===== src/rtl/ptw_pkg.sv =====
// Page table walker package: widths, result kinds, beat structs and
// the entry index and canonical address helpers. No dependencies.
`default_nettype none

package ptw_pkg;

  localparam int unsigned LEVELS_DEF  = 4;
  localparam int unsigned INDEX_BITS  = 9;
  localparam int unsigned PAGE_SHIFT  = 12;
  localparam int unsigned VA_W        = 48;
  localparam int unsigned PA_W        = 64;
  localparam int unsigned ENTRY_W     = 64;
  localparam int unsigned LEVEL_W     = 3;
  localparam int unsigned KIND_W      = 2;
  localparam int unsigned FRAME_W     = VA_W - PAGE_SHIFT;
  localparam int unsigned ENTRY_SHIFT = 3;
  localparam int unsigned PRESENT_BIT = 0;
  localparam int unsigned PS_BIT      = 7;

  typedef enum logic [KIND_W-1:0] {
    KIND_READ  = 2'd0,
    KIND_LEAF  = 2'd1,
    KIND_FAULT = 2'd2,
    KIND_PROTO = 2'd3
  } ptw_kind_e;

  typedef struct packed {
    logic               func;
    logic [VA_W-1:0]    virt_addr;
    logic [ENTRY_W-1:0] entry_data;
  } ptw_item_t;

  typedef struct packed {
    ptw_kind_e          kind;
    logic [PA_W-1:0]    mem_addr;
    logic [ENTRY_W-1:0] leaf_entry;
    logic [LEVEL_W-1:0] walk_level;
  } ptw_result_t;

  function automatic logic [PA_W-1:0] ptw_canon(input logic [VA_W-1:0] a);
    ptw_canon = {{(PA_W - VA_W){a[VA_W-1]}}, a};
  endfunction

  function automatic logic [INDEX_BITS-1:0] ptw_index(input logic [VA_W-1:0]    va,
                                                      input logic [LEVEL_W-1:0] lvl);
    logic [INDEX_BITS-1:0] idx;
    idx = '0;
    for (int l = 1; l <= int'((VA_W - PAGE_SHIFT) / INDEX_BITS); l++) begin
      if (lvl == LEVEL_W'(l)) begin
        idx = va[PAGE_SHIFT + (l - 1) * INDEX_BITS +: INDEX_BITS];
      end
    end
    return idx;
  endfunction

endpackage

`default_nettype wire


===== src/rtl/ptw_req_if.sv =====
// Request channel of the page table walker: valid/ready and the input beat.
// Depends on ptw_pkg.
`default_nettype none

interface ptw_req_if
  import ptw_pkg::*;
();
  logic               valid;
  logic               ready;
  logic               func;
  logic [VA_W-1:0]    virt_addr;
  logic [ENTRY_W-1:0] entry_data;

  modport source (output valid, func, virt_addr, entry_data, input ready);
  modport sink   (input valid, func, virt_addr, entry_data, output ready);
endinterface

`default_nettype wire


===== src/rtl/ptw_rsp_if.sv =====
// Result channel of the page table walker: valid/ready and the result beat.
// Depends on ptw_pkg.
`default_nettype none

interface ptw_rsp_if
  import ptw_pkg::*;
();
  logic               valid;
  logic               ready;
  logic [KIND_W-1:0]  kind;
  logic [PA_W-1:0]    mem_addr;
  logic [ENTRY_W-1:0] leaf_entry;
  logic [LEVEL_W-1:0] walk_level;

  modport source (output valid, kind, mem_addr, leaf_entry, walk_level, input ready);
  modport sink   (input valid, kind, mem_addr, leaf_entry, walk_level, output ready);
endinterface

`default_nettype wire


===== src/rtl/ptw_in_stage.sv =====
// Input register of the page table walker: captures one request beat.
// Depends on ptw_pkg and ptw_req_if.
`default_nettype none

module ptw_in_stage
  import ptw_pkg::*;
(
  input  wire logic  clk_i,
  input  wire logic  rst_ni,
  ptw_req_if.sink    req,
  input  wire logic  take_i,
  output logic       valid_o,
  output ptw_item_t  item_o
);

  logic      valid_q, valid_d;
  logic      accept;
  ptw_item_t item_q;

  assign req.ready = !valid_q || take_i;
  assign accept    = req.valid && req.ready;

  always_comb begin
    valid_d = valid_q;
    if (accept) begin
      valid_d = 1'b1;
    end else if (take_i) begin
      valid_d = 1'b0;
    end
  end

  always_ff @(posedge clk_i or negedge rst_ni) begin
    if (!rst_ni) begin
      valid_q <= 1'b0;
    end else begin
      valid_q <= valid_d;
    end
  end

  always_ff @(posedge clk_i) begin
    if (accept) begin
      item_q.func       <= req.func;
      item_q.virt_addr  <= req.virt_addr;
      item_q.entry_data <= req.entry_data;
    end
  end

  assign valid_o = valid_q;
  assign item_o  = item_q;

endmodule

`default_nettype wire


===== src/rtl/ptw_walk.sv =====
// Walk state and single-pass step logic: root base, level, pending address.
// Depends on ptw_pkg.
`default_nettype none

module ptw_walk
  import ptw_pkg::*;
#(
  parameter int unsigned LEVELS = LEVELS_DEF
) (
  input  wire logic            clk_i,
  input  wire logic            rst_ni,
  input  wire logic            cfg_we_i,
  input  wire logic [VA_W-1:0] cfg_wdata_i,
  input  wire logic            take_i,
  input  wire ptw_item_t       item_i,
  output ptw_result_t          res_o
);

  logic [FRAME_W-1:0] root_frame_q;
  logic               busy_q, busy_d;
  logic [LEVEL_W-1:0] level_q, level_d;
  logic [VA_W-1:0]    vaddr_q, vaddr_d;
  logic [VA_W-1:0]    eaddr_q, eaddr_d;

  logic               issue;
  logic [VA_W-1:0]    rd_va;
  logic [FRAME_W-1:0] rd_frame;
  logic [LEVEL_W-1:0] rd_level;
  logic [VA_W-1:0]    rd_addr;
  logic               is_leaf;

  assign rd_addr = {rd_frame, ptw_index(rd_va, rd_level), ENTRY_SHIFT'(0)};
  assign is_leaf = (level_q <= LEVEL_W'(1)) ||
                   (level_q == LEVEL_W'(2) && item_i.entry_data[PS_BIT]);

  always_comb begin
    busy_d   = busy_q;
    level_d  = level_q;
    vaddr_d  = vaddr_q;
    eaddr_d  = eaddr_q;
    issue    = 1'b0;
    rd_va    = vaddr_q;
    rd_frame = item_i.entry_data[VA_W-1:PAGE_SHIFT];
    rd_level = LEVEL_W'(level_q - LEVEL_W'(1));
    res_o.kind       = KIND_PROTO;
    res_o.mem_addr   = '0;
    res_o.leaf_entry = '0;
    res_o.walk_level = level_q;

    if (!item_i.func) begin
      if (!busy_q) begin
        issue    = 1'b1;
        rd_va    = item_i.virt_addr;
        rd_frame = root_frame_q;
        rd_level = LEVEL_W'(LEVELS);
      end
    end else if (busy_q) begin
      if (!item_i.entry_data[PRESENT_BIT]) begin
        res_o.kind     = KIND_FAULT;
        res_o.mem_addr = ptw_canon(eaddr_q);
        busy_d         = 1'b0;
        level_d        = LEVEL_W'(LEVELS);
      end else if (is_leaf) begin
        res_o.kind       = KIND_LEAF;
        res_o.mem_addr   = ptw_canon(eaddr_q);
        res_o.leaf_entry = item_i.entry_data;
        busy_d           = 1'b0;
        level_d          = LEVEL_W'(LEVELS);
      end else begin
        issue = 1'b1;
      end
    end

    if (issue) begin
      res_o.kind       = KIND_READ;
      res_o.mem_addr   = ptw_canon(rd_addr);
      res_o.walk_level = rd_level;
      busy_d           = 1'b1;
      level_d          = rd_level;
      vaddr_d          = rd_va;
      eaddr_d          = rd_addr;
    end
  end

  always_ff @(posedge clk_i or negedge rst_ni) begin
    if (!rst_ni) begin
      root_frame_q <= '0;
      busy_q       <= 1'b0;
      level_q      <= LEVEL_W'(LEVELS);
      vaddr_q      <= '0;
      eaddr_q      <= '0;
    end else begin
      if (cfg_we_i) begin
        root_frame_q <= cfg_wdata_i[VA_W-1:PAGE_SHIFT];
      end
      if (take_i) begin
        busy_q  <= busy_d;
        level_q <= level_d;
        vaddr_q <= vaddr_d;
        eaddr_q <= eaddr_d;
      end
    end
  end

  a_level_range: assert property (@(posedge clk_i) disable iff (!rst_ni)
    level_q >= LEVEL_W'(1) && level_q <= LEVEL_W'(LEVELS))
    else $error("walk level out of range");

  a_end_idle: assert property (@(posedge clk_i) disable iff (!rst_ni)
    take_i && (res_o.kind == KIND_LEAF || res_o.kind == KIND_FAULT)
      |=> !busy_q && level_q == LEVEL_W'(LEVELS))
    else $error("walk did not end after leaf or fault");

  a_read_busy: assert property (@(posedge clk_i) disable iff (!rst_ni)
    take_i && res_o.kind == KIND_READ |=> busy_q && level_q == $past(res_o.walk_level))
    else $error("read request without walk in progress");

  a_proto_keep: assert property (@(posedge clk_i) disable iff (!rst_ni)
    take_i && res_o.kind == KIND_PROTO |=> $stable(busy_q) && $stable(eaddr_q))
    else $error("protocol error changed walk state");

endmodule

`default_nettype wire


===== src/rtl/ptw_out_stage.sv =====
// Result register of the page table walker: holds one result beat.
// Depends on ptw_pkg and ptw_rsp_if.
`default_nettype none

module ptw_out_stage
  import ptw_pkg::*;
(
  input  wire logic        clk_i,
  input  wire logic        rst_ni,
  input  wire logic        res_valid_i,
  input  wire ptw_result_t res_i,
  output logic             take_o,
  ptw_rsp_if.source        rsp
);

  logic        valid_q, valid_d;
  ptw_result_t res_q;

  assign take_o = res_valid_i && (!valid_q || rsp.ready);

  always_comb begin
    valid_d = valid_q;
    if (take_o) begin
      valid_d = 1'b1;
    end else if (rsp.ready) begin
      valid_d = 1'b0;
    end
  end

  always_ff @(posedge clk_i or negedge rst_ni) begin
    if (!rst_ni) begin
      valid_q <= 1'b0;
    end else begin
      valid_q <= valid_d;
    end
  end

  always_ff @(posedge clk_i) begin
    if (take_o) begin
      res_q <= res_i;
    end
  end

  assign rsp.valid      = valid_q;
  assign rsp.kind       = res_q.kind;
  assign rsp.mem_addr   = res_q.mem_addr;
  assign rsp.leaf_entry = res_q.leaf_entry;
  assign rsp.walk_level = res_q.walk_level;

endmodule

`default_nettype wire


===== src/rtl/page_table_walker.sv =====
// Page table walker top: one request beat in, one result beat out per cycle while rsp.ready.
// Request held in the input register, its result in the output register when that is free.
// Throughput: 1 beat per cycle while rsp.ready is high; the step logic is combinational.
// Reset: asynchronous active low; walker idle, level at top, root base zero.
// Depends on ptw_pkg, ptw_req_if, ptw_rsp_if, ptw_in_stage, ptw_walk, ptw_out_stage.
`default_nettype none

module page_table_walker
  import ptw_pkg::*;
#(
  parameter int unsigned LEVELS = LEVELS_DEF
) (
  input  wire logic            clk_i,
  input  wire logic            rst_ni,
  input  wire logic            cfg_we_i,
  input  wire logic [VA_W-1:0] cfg_wdata_i,
  ptw_req_if.sink              req,
  ptw_rsp_if.source            rsp
);

  logic        item_valid;
  ptw_item_t   item;
  ptw_result_t res;
  logic        take;

  ptw_in_stage u_in (
    .clk_i   (clk_i),
    .rst_ni  (rst_ni),
    .req     (req),
    .take_i  (take),
    .valid_o (item_valid),
    .item_o  (item)
  );

  ptw_walk #(
    .LEVELS (LEVELS)
  ) u_walk (
    .clk_i       (clk_i),
    .rst_ni      (rst_ni),
    .cfg_we_i    (cfg_we_i),
    .cfg_wdata_i (cfg_wdata_i),
    .take_i      (take),
    .item_i      (item),
    .res_o       (res)
  );

  ptw_out_stage u_out (
    .clk_i       (clk_i),
    .rst_ni      (rst_ni),
    .res_valid_i (item_valid),
    .res_i       (res),
    .take_o      (take),
    .rsp         (rsp)
  );

endmodule

`default_nettype wire

===== src/flat_wrapper.sv =====
// flat-port wrapper written by rule: the top's interface ports become plain ports
module page_table_walker_flat import ptw_pkg::*;
#(
  parameter int unsigned LEVELS = LEVELS_DEF
)
  (clk_i, rst_ni, cfg_we_i, cfg_wdata_i, req_valid, req_func, req_virt_addr, req_entry_data, req_ready, rsp_valid, rsp_kind, rsp_mem_addr, rsp_leaf_entry, rsp_walk_level, rsp_ready);
  ptw_req_if req_i ();
  ptw_rsp_if rsp_i ();
  input  wire logic clk_i;
  input  wire logic rst_ni;
  input  wire logic cfg_we_i;
  input  wire logic [VA_W-1:0] cfg_wdata_i;
  input wire logic [$bits(req_i.valid)-1:0] req_valid;
  input wire logic [$bits(req_i.func)-1:0] req_func;
  input wire logic [$bits(req_i.virt_addr)-1:0] req_virt_addr;
  input wire logic [$bits(req_i.entry_data)-1:0] req_entry_data;
  output wire logic [$bits(req_i.ready)-1:0] req_ready;
  output wire logic [$bits(rsp_i.valid)-1:0] rsp_valid;
  output wire logic [$bits(rsp_i.kind)-1:0] rsp_kind;
  output wire logic [$bits(rsp_i.mem_addr)-1:0] rsp_mem_addr;
  output wire logic [$bits(rsp_i.leaf_entry)-1:0] rsp_leaf_entry;
  output wire logic [$bits(rsp_i.walk_level)-1:0] rsp_walk_level;
  input wire logic [$bits(rsp_i.ready)-1:0] rsp_ready;
  assign req_i.valid = req_valid;
  assign req_i.func = req_func;
  assign req_i.virt_addr = req_virt_addr;
  assign req_i.entry_data = req_entry_data;
  assign req_ready = req_i.ready;
  assign rsp_valid = rsp_i.valid;
  assign rsp_kind = rsp_i.kind;
  assign rsp_mem_addr = rsp_i.mem_addr;
  assign rsp_leaf_entry = rsp_i.leaf_entry;
  assign rsp_walk_level = rsp_i.walk_level;
  assign rsp_i.ready = rsp_ready;
  page_table_walker #(.LEVELS(LEVELS)) u_core (.clk_i(clk_i), .rst_ni(rst_ni), .cfg_we_i(cfg_we_i), .cfg_wdata_i(cfg_wdata_i), .req(req_i), .rsp(rsp_i));
endmodule

===== config.mk =====
export PLATFORM = sky130hd
export DESIGN_NAME = page_table_walker_flat
export DESIGN_NICKNAME = d
export VERILOG_FILES = /design/src/rtl/ptw_pkg.sv /design/src/rtl/ptw_req_if.sv /design/src/rtl/ptw_rsp_if.sv /design/src/rtl/ptw_in_stage.sv /design/src/rtl/ptw_walk.sv /design/src/rtl/ptw_out_stage.sv /design/src/rtl/page_table_walker.sv /design/src/flat_wrapper.sv
export SDC_FILE = /design/constraint.sdc
export NUM_CORES = 1
export LEC_CHECK = 0
export BUFFER_PORTS_ARGS = -buffer_cell sky130_fd_sc_hd__buf_2
export CORE_ASPECT_RATIO = 0.75
export CORE_MARGIN = 5
export CORE_UTILIZATION = 59
export DETAILED_ROUTE_END_ITERATION = 8
export GPL_TIMING_DRIVEN = 0
export PLACE_DENSITY_LB_ADDON = 0.2
export SLEW_MARGIN = 0
export SYNTH_ARGS = -nofsm -noshare
export SYNTH_HDL_FRONTEND = slang
export SYNTH_HIERARCHICAL = 1
export SYNTH_SLANG_ARGS = --single-unit

===== constraint.sdc =====
create_clock -name clk_i -period 8.25 [get_ports clk_i]
set_clock_uncertainty 0.1 [all_clocks]
set_input_delay 0.825 -clock clk_i [delete_from_list [all_inputs] [get_ports clk_i]]
set_output_delay 0.825 -clock clk_i [all_outputs]
set_load 0.01 [all_outputs]

# --- Word-level counts from Yosys, hierarchy flattened ---
# Index checks and enable logic that the tools add are counted.
totals:
  out_inout_bits: 135
  regBits: 381
  elab_cells: 79
  inputBits: 166
op_classes:
  n_eq_ne: 6
  order_cmp: 1
  n_reduce_logical: 19
  mux: 33
  n_addsub: 1
  bitwise: 2
op_table:
  columns: ["op", "n"]
  rows:
  - ["130-bit two-way mux", 3]
  - ["64-bit two-way mux", 2]
  - ["48-bit two-way mux", 2]
  - ["36-bit two-way mux", 2]
  - ["66-bit two-way mux", 1]
  - ["9-bit two-way mux", 4]
  - ["3-bit two-way mux", 8]
  - ["4-bit AND reduction", 3]
  - ["1-bit two-way mux", 11]
  - ["3-bit by 2-bit equality test with 1-bit output, second input constant", 3]
  - ["2-bit nonzero test", 4]
  - ["2-bit AND reduction", 2]
  - ["3-bit by 1-bit equality test with 1-bit output, second input constant", 1]
  - ["3-bit equality test, second input constant", 1]
  - ["3-bit by 1-bit <= comparator with 1-bit output, second input constant", 1]
  - ["1-bit logical AND", 3]
  - ["1-bit logical OR", 3]
  - ["3-bit != test, second input constant", 1]
  - ["3-bit AND reduction", 1]
  - ["3-bit OR reduction", 1]
  - ["3-bit by 1-bit subtractor with 3-bit output, second input constant", 1]
  - ["1-bit logical NOT", 2]
  - ["1-bit inverter", 2]

# --- Logic depth before layout (Yosys ltp) ---
# Gate-level depths: netlist of the first run.
logic_depth:
  depth_word: 9
  ltp_mapped: 10
  ltp_nobuf: 6

# --- By module ---
# Netlist of the first run, hierarchy kept.
by_module_without_submodules:
  columns: ["mod", "area_each_um2", "cells_each", "instances", "seq_area_each_um2"]
  rows:
  - ["ptw_walk", 6625.1, 601, 1, 3029.2]
  - ["ptw_out_stage", 4037.6, 137, 1, 4018.9]
  - ["ptw_in_stage", 3447.1, 117, 1, 3418.3]

# --- Worst setup path before layout of the first run ---
# Ideal clock, no wire load.
synth_path:
  path_type: "input -> register"
  start: "input port rsp_ready"
  end: "register u_core.u_in.item_q, in the netlist u_core/u_in/item_o[0] (enable)"
  setup_time_ps: 393
  cell_stages: 4
  path_buffers: 0
  t_arrival_ps: 5713
  required_ps: 7757
  path_slack_ps: 2043
  path_cell_list: "nand2b_1 -> and2_1 -> nand2b_4 -> and2_4"
synth_via:
  elab_chain_cells: 4
synth_lines:
  columns: ["element", "line", "text"]
  rows:
  - ["start: declaration", "flat_wrapper.sv:23", "input wire logic [$bits(rsp_i.ready)-1:0] rsp_ready;"]
  - ["1-bit logical OR", "ptw_out_stage.sv:19", "assign take_o = res_valid_i && (!valid_q || rsp.ready);"]
  - ["1-bit logical AND", "ptw_out_stage.sv:19", null]
  - ["named net u_core.take", "page_table_walker.sv:24", "logic take;"]
  - ["1-bit logical OR", "ptw_in_stage.sv:20", "assign req.ready = !valid_q || take_i;"]
  - ["named net req_ready", "flat_wrapper.sv:17", "output wire logic [$bits(req_i.ready)-1:0] req_ready;"]
  - ["1-bit logical AND", "ptw_in_stage.sv:21", "assign accept = req.valid && req.ready;"]
  - ["named net u_core.u_in.accept", "ptw_in_stage.sv:17", "logic accept;"]
  - ["end: declaration", "ptw_in_stage.sv:18", "ptw_item_t item_q;"]
# The timed path passes the listed nets, and every way through them passes these cells.
# A chain may end at the register's enable or synchronous reset.

==> results of run 1 <==
-- area by class of cell --
cell class	count	share of cell area
multi-input cells	399	0.187
clock buffers	49	0.0634
well taps	300	0.0222
repair buffers	279	0.0884
plain buffers	76	0.0270
flip-flops and latches	357	0.599
inverters	13	0.00289
clock inverters	14	0.0103
diodes	2	0.000296
-- metrics by stage --
stage | cells | hold WS, ps | setup WS [ps] | utilization | area (um^2)
floorplan | 845 | 354 | 2130 | - | 13800
global placement | 1420 | 361 | 100 | 0.674 | 15500
detailed placement | 1423 | 361 | 4660 | 0.678 | 15600
CTS | 1486 | 205 | 4620 | 0.732 | 16800
global route | 1488 | 234 | 4910 | 0.734 | 16900
finish | 1489 | 200 | 5100 | 0.734 | 16900
-- routing by layer --
layer	vias up	GRT usage	wire length, um
li1	3854	-	-
met1	4244	0.337	13000
met2	388	0.380	15200
met3	60	0.0424	2830
met4	4	0.0675	806
met5	-	0	27
-- sequential cells by signal, indices dropped and copies added, names as in the netlist, 2 cells and up --
signal,count
u_core/u_walk/root_frame_q,36
u_core/u_walk/level_q,3
u_core/u_out/rsp.walk_level,3
u_core/u_out/rsp.mem_addr,64
u_core/u_in/item_o,101
u_core/u_out/rsp.kind,2
u_core/u_walk/vaddr_q,36
u_core/u_walk/eaddr_q,45
u_core/u_out/rsp.leaf_entry,64
-- worst paths after layout --
kind,start,to,slack (ps),depth (start not counted)
hold / removal,rst_ni,u_core/u_walk/vaddr_q[22],200,1
setup reg to reg,u_core/u_walk/level_q[0],u_core/u_out/rsp.mem_addr[52],5100,10
max in group asynchronous,rst_ni,u_core/u_walk/root_frame_q[26],7090,2
setup / recovery,u_core/u_walk/level_q[0],u_core/u_out/rsp.mem_addr[52],5100,10
hold reg to reg,u_core/u_in/item_o[77],u_core/u_walk/vaddr_q[13],380,1
min in group clk_i,u_core/u_in/item_o[77],u_core/u_walk/vaddr_q[13],380,1
-- where the power goes --
part,internal [mW],switching [mW]
combinational,0.508,0.780
sequential,2.34,0.154
clock,1.03,0.653
-- worst max-delay path, delay by kind of cell (launching register included) --
kind                       cells  cell delay [ps]
AOI/OAI and AO/OA              4             1440
buffers and inverters          5              930
DFF                            1              360
adders and majority gates      1              200
==> results.toml, run 1 <==
[outcome]
outcome = "finished clean"

[worst_setup_path]
crit_path_end_kind = "flip-flop"
crit_path_max_fanout = 17
crit_path_start_kind = "flip-flop"
critPathMaxStageDelay_ps = 610
critPathSlowestCell = "o2bb2ai_2"
cp_common_cell = "buf_4"
crit_type = "flip-flop to flip-flop"
required_ps = 8530
cp.arrival_ps = 3430
path_cells = "buf_2, inv_1, ha_1, a21oi_1, o211ai_1, o21a_1, buf_4, buf_4, o2bb2ai_2, buf_4"

[routing]
vias = 8550
drt_iter0_markers = 694
drc = 0
drt-total-wl_um = 31900
drtAntennaViolNets = 0
viasPerCell = 5.74
dr.pass1.iters = 5
wl_per_cell_um = 21.4

[clock_tree]
worstSkewPairLatency_ps = 500
htreeDepth = 2
cts_buffer_depth = 3
cts_resized = 0
cts_tree = "done"
numClockSinks = 357
post-cts-setup-buffers = 0
path_clk_slew_ps = 60
cts_buffers = 35
cts_root_buf = "clkbuf_16"
cts_hold_buf = 0

[sta]
setup_viol_count_final = 0
fmax_mhz = 317
grt_setup_unrepaired = "no"
tightest_slew_ps = 766
slew_viol_final = 0
tns_ps = 0
hold_viol = 0
period_needed_ps = 3150
min_period_over_period = 0.382
slew_headroom = 0.486

[place]
routabilityCongestion = 0.822
numPortBuffers = 275
hpwl_um = 21500

[global_route]
grt_max_degree = 102
grt-ovfl-total = 0
grt_antenna_before_repair = 3
grt_usage = 0.236
grt_first_pass_wirelength_um = 48300
grt_pass1_vias = 8638

[pwr]
power.total_mw = 5.46
p_leak_nw = 7.14
vdd_drop_max_v = 0.000175
power_density_nw_per_um2 = 324

[floorplanning]
die_area_um2 = 26500
std_cell_rows = 48
die_h_um = 142
die_w_um = 186
core_um2 = 23000
start_util = 0.598
io_pins = 301

[flow_run]
maxCapViolations = 0

[finish]
synthToLayoutAreaGrowth_pct = 22.8
nets = 1330
multi_input_area_um2 = 3160
n_fill_cell = 1462
final_common_cell = "buf_2"
post_route_cells_drive_above_1_share = 0.402
final_cell_mix = "buf_2, edfxtp_1, dfrtp_1"
regArea_um2 = 10100

[logic_synthesis]
avgSynthCellArea_um2 = 16.3
yosys_warnings = 6
synthCells = 843
synth_area_um2 = 13700

[worst_hold_path]
hp-class = "input port to asynchronous set/reset pin"
(Power assumes the default switching activity.)
==> run 2: changes to the inputs <==
--- a/config.mk
+++ b/config.mk
@@ -8,7 +8,7 @@
 export BUFFER_PORTS_ARGS = -buffer_cell sky130_fd_sc_hd__buf_2
 export CORE_ASPECT_RATIO = 0.75
 export CORE_MARGIN = 5
-export CORE_UTILIZATION = 59
+export CORE_UTILIZATION = 55
 export DETAILED_ROUTE_END_ITERATION = 8
 export GPL_TIMING_DRIVEN = 0
 export PLACE_DENSITY_LB_ADDON = 0.2
==> constraint.sdc (replaced) <==
create_clock -name clk_i -period 3.2 [get_ports clk_i]
set_clock_uncertainty 0.1 [all_clocks]
set_input_delay 0.32 -clock clk_i [delete_from_list [all_inputs] [get_ports clk_i]]
set_output_delay 0.32 -clock clk_i [all_outputs]
set_load 0.01 [all_outputs]
==> run 2 against run 1 <==
Net effect: clock power rose by 150%; sequential share of layout area is 4.5 points lower; critical endpoint is now u_core/u_out/rsp.mem_addr[11]; via count rose by 4.4%; cell count rose by 12%; power increased to 2.6 times the previous value; largest cell class unchanged; largest power group unchanged; wire length up 6.3%; sequential cell count did not move; non-clock buffer count grew 139.
==> results.toml, run 2 (same netlist as run 1, synthesis figures left out) <==
[worst_setup_path]
crit_type = "flip-flop to flip-flop"
critical_path.endpoint = "u_core/u_out/rsp.mem_addr[11]"
r2r_setup_slack_ps = 300
critPathSlowestCell = "a221oi_1"
crit_path_end_kind = "flip-flop"
crit_buf_inv = 3
cp.arrival_ps = 3020
reg2reg_from = "u_core/u_walk/level_q[0]"
crit_path_max_fanout = 10
ff2ff_path_depth = 8
critical_path.top_delay_family = "compound AO/OA/AOI/OAI gates"
crit_path_start = "u_core/u_walk/level_q[0]"
required_ps = 3310
critPathMaxStageDelay_ps = 550
path_cells = "buf_2, inv_1, ha_1, nor2b_1, buf_1, a22o_1, a221oi_1, o32ai_1"
worstReg2RegEnd = "u_core/u_out/rsp.mem_addr[11]"
crit_path_start_kind = "flip-flop"
cp.depth = 8

[floorplanning]
io_pins = 301
core_um2 = 24800
die_area_um2 = 28300
std_cell_rows = 50
die_w_um = 193
die_h_um = 147
start_util = 0.555

[pwr]
vdd_drop_max_v = 0.000513
seqPwrFrac = 0.457
switchingPower_mw = 4.11
p_leak_nw = 7.66
combPwrFrac = 0.247
p_int_mw = 9.93
power_density_nw_per_um2 = 770
share_clk_of_total_power = 0.295
p_sw_frac = 0.293
power.total_mw = 14.0

[routing]
dr.pass1.iters = 5
wl_per_cell_um = 20.4
vias = 8930
viasPerCell = 5.37
drt_iter0_markers = 664
drt-total-wl_um = 33900
drtAntennaViolNets = 0
drc = 0

[place]
dp_slack_ps = -302
hpwl_um = 21200
numPortBuffers = 275
routabilityCongestion = 0.781
dp_cells = 1461

[clock_tree]
worstSkewPairLatency_ps = 500
cts_buffers = 35
htreeDepth = 2
cts_root_buf = "clkbuf_16"
cts_buffer_depth = 3
cts_tree = "done"
numClockSinks = 357
path_clk_slew_ps = 60

[sta]
grt_setup_unrepaired = "no"
min_period_over_period = 0.907
slew_viol_final = 0
setup_viol_count_final = 0
period_needed_ps = 2900
slew_headroom = 0.462
tightest_slew_ps = 806
hold_viol = 0
setup_ws_ps = 298
fmax_mhz = 345

[finish]
final_cell_mix = "buf_2, edfxtp_1, dlygate4sd3_1"
post_route_cells_drive_above_1_share = 0.349
nets = 1469
stdcell_count = 1663
synthToLayoutAreaGrowth_pct = 32.7
diodes = 0
utilization = 0.736
largest_reg_flops = 101
final_common_cell = "buf_2"

[global_route]
grt-ovfl-total = 0
grt_usage = 0.236
grt_first_pass_wirelength_um = 52200
grt_max_degree = 102
grt_antenna_before_repair = 0
grt_pass1_vias = 9192

[outcome]
outcome = "finished clean"

[flow_run]
maxCapViolations = 0

[worst_hold_path]
hp-class = "input port to flip-flop"
-- run 2: power by group through the flow --
| stage | Sequential [mW] | Combinational, mW | Clock (mW) |
|---|---|---|---|
| floorplan | 6.55 | 1.99 | 0 |
| global placement | 6.47 | 3.18 | 0 |
| detailed placement | 6.50 | 3.28 | 0 |
| CTS | 6.42 | 3.43 | 4.22 |
| global route | 6.51 | 3.77 | 4.43 |
| finish | 6.42 | 3.47 | 4.15 |
-- run 2: timing repair --
action | CTS | global route
setup buffers | 0 | 0
endpoints found under the setup margin | 17 | 17
gates resized for setup | 1 | 1
endpoints found under the hold margin | 187 | 0
hold buffers | 139 | 0
-- run 2: stage by stage --
stage          TNS (ps)  area [um^2]  hold WS (ps)
2_1_floorplan         0        13800         -75.6
4_1_cts               0        18200          43.9
3_5_place_dp      -4990        15600           211
5_1_grt               0        18200          78.9
3_3_place_gp    -102280        15600           359
6_report              0        18200          66.4
-- run 2: worst min-delay path by stage --
| stage | cells after the start | slack [ps] | end | start |
|---|---|---|---|---|
| after detailed placement | 1 | 210 | u_core/u_walk/root_frame_q[24] | rst_ni |
| after CTS | 3 | 40 | u_core/u_out/rsp.valid | rsp_ready |
| after global placement | 1 | 360 | u_core/u_walk/vaddr_q[22] | u_core/u_in/item_o[86] |
| final | 3 | 70 | u_core/u_out/rsp.valid | rsp_ready |
| after global routing | 3 | 80 | u_core/u_out/rsp.valid | rsp_ready |
| after floorplan | 0 | -80 | u_core/u_in/valid_o | rst_ni |
-- run 2: layout make-up --
type	count	area [um^2]
buffer	76	455
clock buffer	53	1040
clock inverter	9	119
fill	1590	6530
inverter	13	48.8
multi-input combinational	399	3170
sequential	357	10100
tap	338	423
timing repair buffer	418	2880
-- run 2: per-layer routing --
layer / global-route usage / routed length, um / share of wire
met5: 0 / 0 / 0
met4: 0.0549 / 597 / 0.018
met3: 0.0449 / 2380 / 0.070
met2: 0.376 / 16000 / 0.47
met1: 0.343 / 14900 / 0.44
-- run 2: worst reg2reg max path: cells and delay by family, from the launching register on --
kind	cells	cell delay, ps
flops	1	370
simple gates	1	170
buf+inv	3	530
compound gates	3	1040
fa+ha+maj	1	400
==> run 3: changes to the inputs <==
--- a/config.mk
+++ b/config.mk
@@ -11,6 +11,7 @@
 export CORE_UTILIZATION = 55
 export DETAILED_ROUTE_END_ITERATION = 8
 export GPL_TIMING_DRIVEN = 0
+export HOLD_SLACK_MARGIN = 0.12
 export PLACE_DENSITY_LB_ADDON = 0.2
 export SLEW_MARGIN = 0
 export SYNTH_ARGS = -nofsm -noshare
==> run 3 against run 2 <==
Net effect: die area unchanged; critical endpoint unchanged; highest routed layer unchanged; core utilization increased by 0.050 points; hold slack improved by 170 ps.
==> results.toml, run 3 (same netlist as run 1, synthesis figures left out) <==
[global_route]
grt_use_met1 = 0.343
grt_pass1_vias = 9187
grt-ovfl-total = 0
grt_busiest_layer = "met2"
grt_first_pass_wirelength_um = 52300
grtUsageMet2 = 0.381
grt_antenna_before_repair = 0
grt_usage = 0.236
met3_usage = 0.0444
grt_max_degree = 102

[worst_setup_path]
ff2ff_path_depth = 8
r2r_setup_slack_ps = 300
critical_path.top_delay_family = "compound AO/OA/AOI/OAI gates"
worstReg2RegEnd = "u_core/u_out/rsp.mem_addr[11]"
crit_type = "flip-flop to flip-flop"
critPathMaxStageDelay_ps = 560
reg2reg_from = "u_core/u_walk/level_q[0]"
cp.arrival_ps = 3020
crit_buf_inv = 3
crit_path_start = "u_core/u_walk/level_q[0]"
path_cells = "buf_2, inv_1, ha_1, nor2b_1, buf_1, a22o_1, a221oi_1, o32ai_1"
cp.depth = 8
critPathSlowestCell = "a221oi_1"
required_ps = 3310
crit_path_start_kind = "flip-flop"
crit_path_max_fanout = 10
critical_path.endpoint = "u_core/u_out/rsp.mem_addr[11]"
crit_path_end_kind = "flip-flop"

[routing]
dr.pass1.iters = 5
vias = 8930
wl_per_cell_um = 20.4
drt-total-wl_um = 33900
drt_iter0_markers = 694
drc = 0
viasPerCell = 5.36
drtAntennaViolNets = 0

[place]
dp_slack_ps = -302
hpwl_um = 21200
dpl_cell_area_um2 = 15600
numPortBuffers = 275
dp_cells = 1461
routabilityCongestion = 0.781

[finish]
largest_reg_flops = 101
n_fill_cell = 1591
fin_area_um2 = 18300
nets = 1470
post_route_cells_drive_above_1_share = 0.349
stdcell_count = 1665
final_cell_mix = "buf_2, edfxtp_1, dlygate4sd3_1"
regArea_um2 = 10100
multi_input_area_um2 = 3170
synthToLayoutAreaGrowth_pct = 32.8
utilization = 0.737
final_common_cell = "buf_2"

[sta]
slew_viol_final = 0
tns_ps = 0
period_needed_ps = 2900
setup_ws_ps = 296
min_period_over_period = 0.907
grt_setup_unrepaired = "no"
hold_viol = 0
slew_headroom = 0.459
fmax_mhz = 344
tightest_slew_ps = 812
setup_viol_count_final = 0
hold_slack_ps = 232

[pwr]
vdd_drop_max_v = 0.000514
power_density_nw_per_um2 = 769
p_leak_nw = 7.67
power.total_mw = 14.0

[clock_tree]
cts_buffer_depth = 3
post-cts-setup-buffers = 0
path_clk_slew_ps = 70
worstSkewPairLatency_ps = 500
cts_tree = "done"
cts_root_buf = "clkbuf_16"
cts_buffers = 35
htreeDepth = 2
numClockSinks = 357

[outcome]
outcome = "finished clean"

[flow_run]
maxCapViolations = 0

[floorplanning]
start_util = 0.555
core_um2 = 24800
die_area_um2 = 28300
die_w_um = 193
io_pins = 301
std_cell_rows = 50
die_h_um = 147

[worst_hold_path]
hp-class = "input port to asynchronous set/reset pin"
-- run 3: cell types whose count changed in the layout (fill, tap and decap cells not counted) --
cell           delta
dlygate4sd3_1     +1
diode_2           +1
-- run 3: layout make-up --
type,instances,share of cell area
buffer,76,0.0250
clock buffer,53,0.0568
clock inverter,9,0.00651
inverter,13,0.00267
sequential,357,0.554
antenna,1,0.000137
multi-input combinational,399,0.174
timing repair buffer,419,0.159
tap,338,0.0232
-- run 3: how the worst min path moves through the flow --
stage,endpoint,from,slack [ps],cells after the start
final,u_core/u_walk/root_frame_q[24],rst_ni,230,2
after global routing,u_core/u_walk/root_frame_q[24],rst_ni,270,2
after global placement,u_core/u_walk/vaddr_q[22],u_core/u_in/item_o[86],360,1
after detailed placement,u_core/u_walk/root_frame_q[24],rst_ni,210,1
after CTS,u_core/u_walk/root_frame_q[24],rst_ni,250,2
after floorplan,u_core/u_in/valid_o,rst_ni,-80,0
-- run 3: what timing repair did --
item | in CTS | in global routing
cloned | 0 | 0
endpoints found under the hold margin | 188 | 0
setup endpoints to repair | 17 | 17
pin swaps | 0 | 0
hold buffers | 140 | 0
resized for setup | 1 | 1
-- run 3: metal layers --
metal  up-vias  share of wire
met5         -              0
met4         0          0.015
met3        46          0.074
met2       333           0.47
met1      4430           0.44
li1       4121              -
-- run 3: where the power goes --
part	internal, mW	switching [mW]	leakage [nW]
Sequential	6.03	0.397	3.77
Clock	2.48	1.66	0.561
Combinational	1.42	2.05	3.33
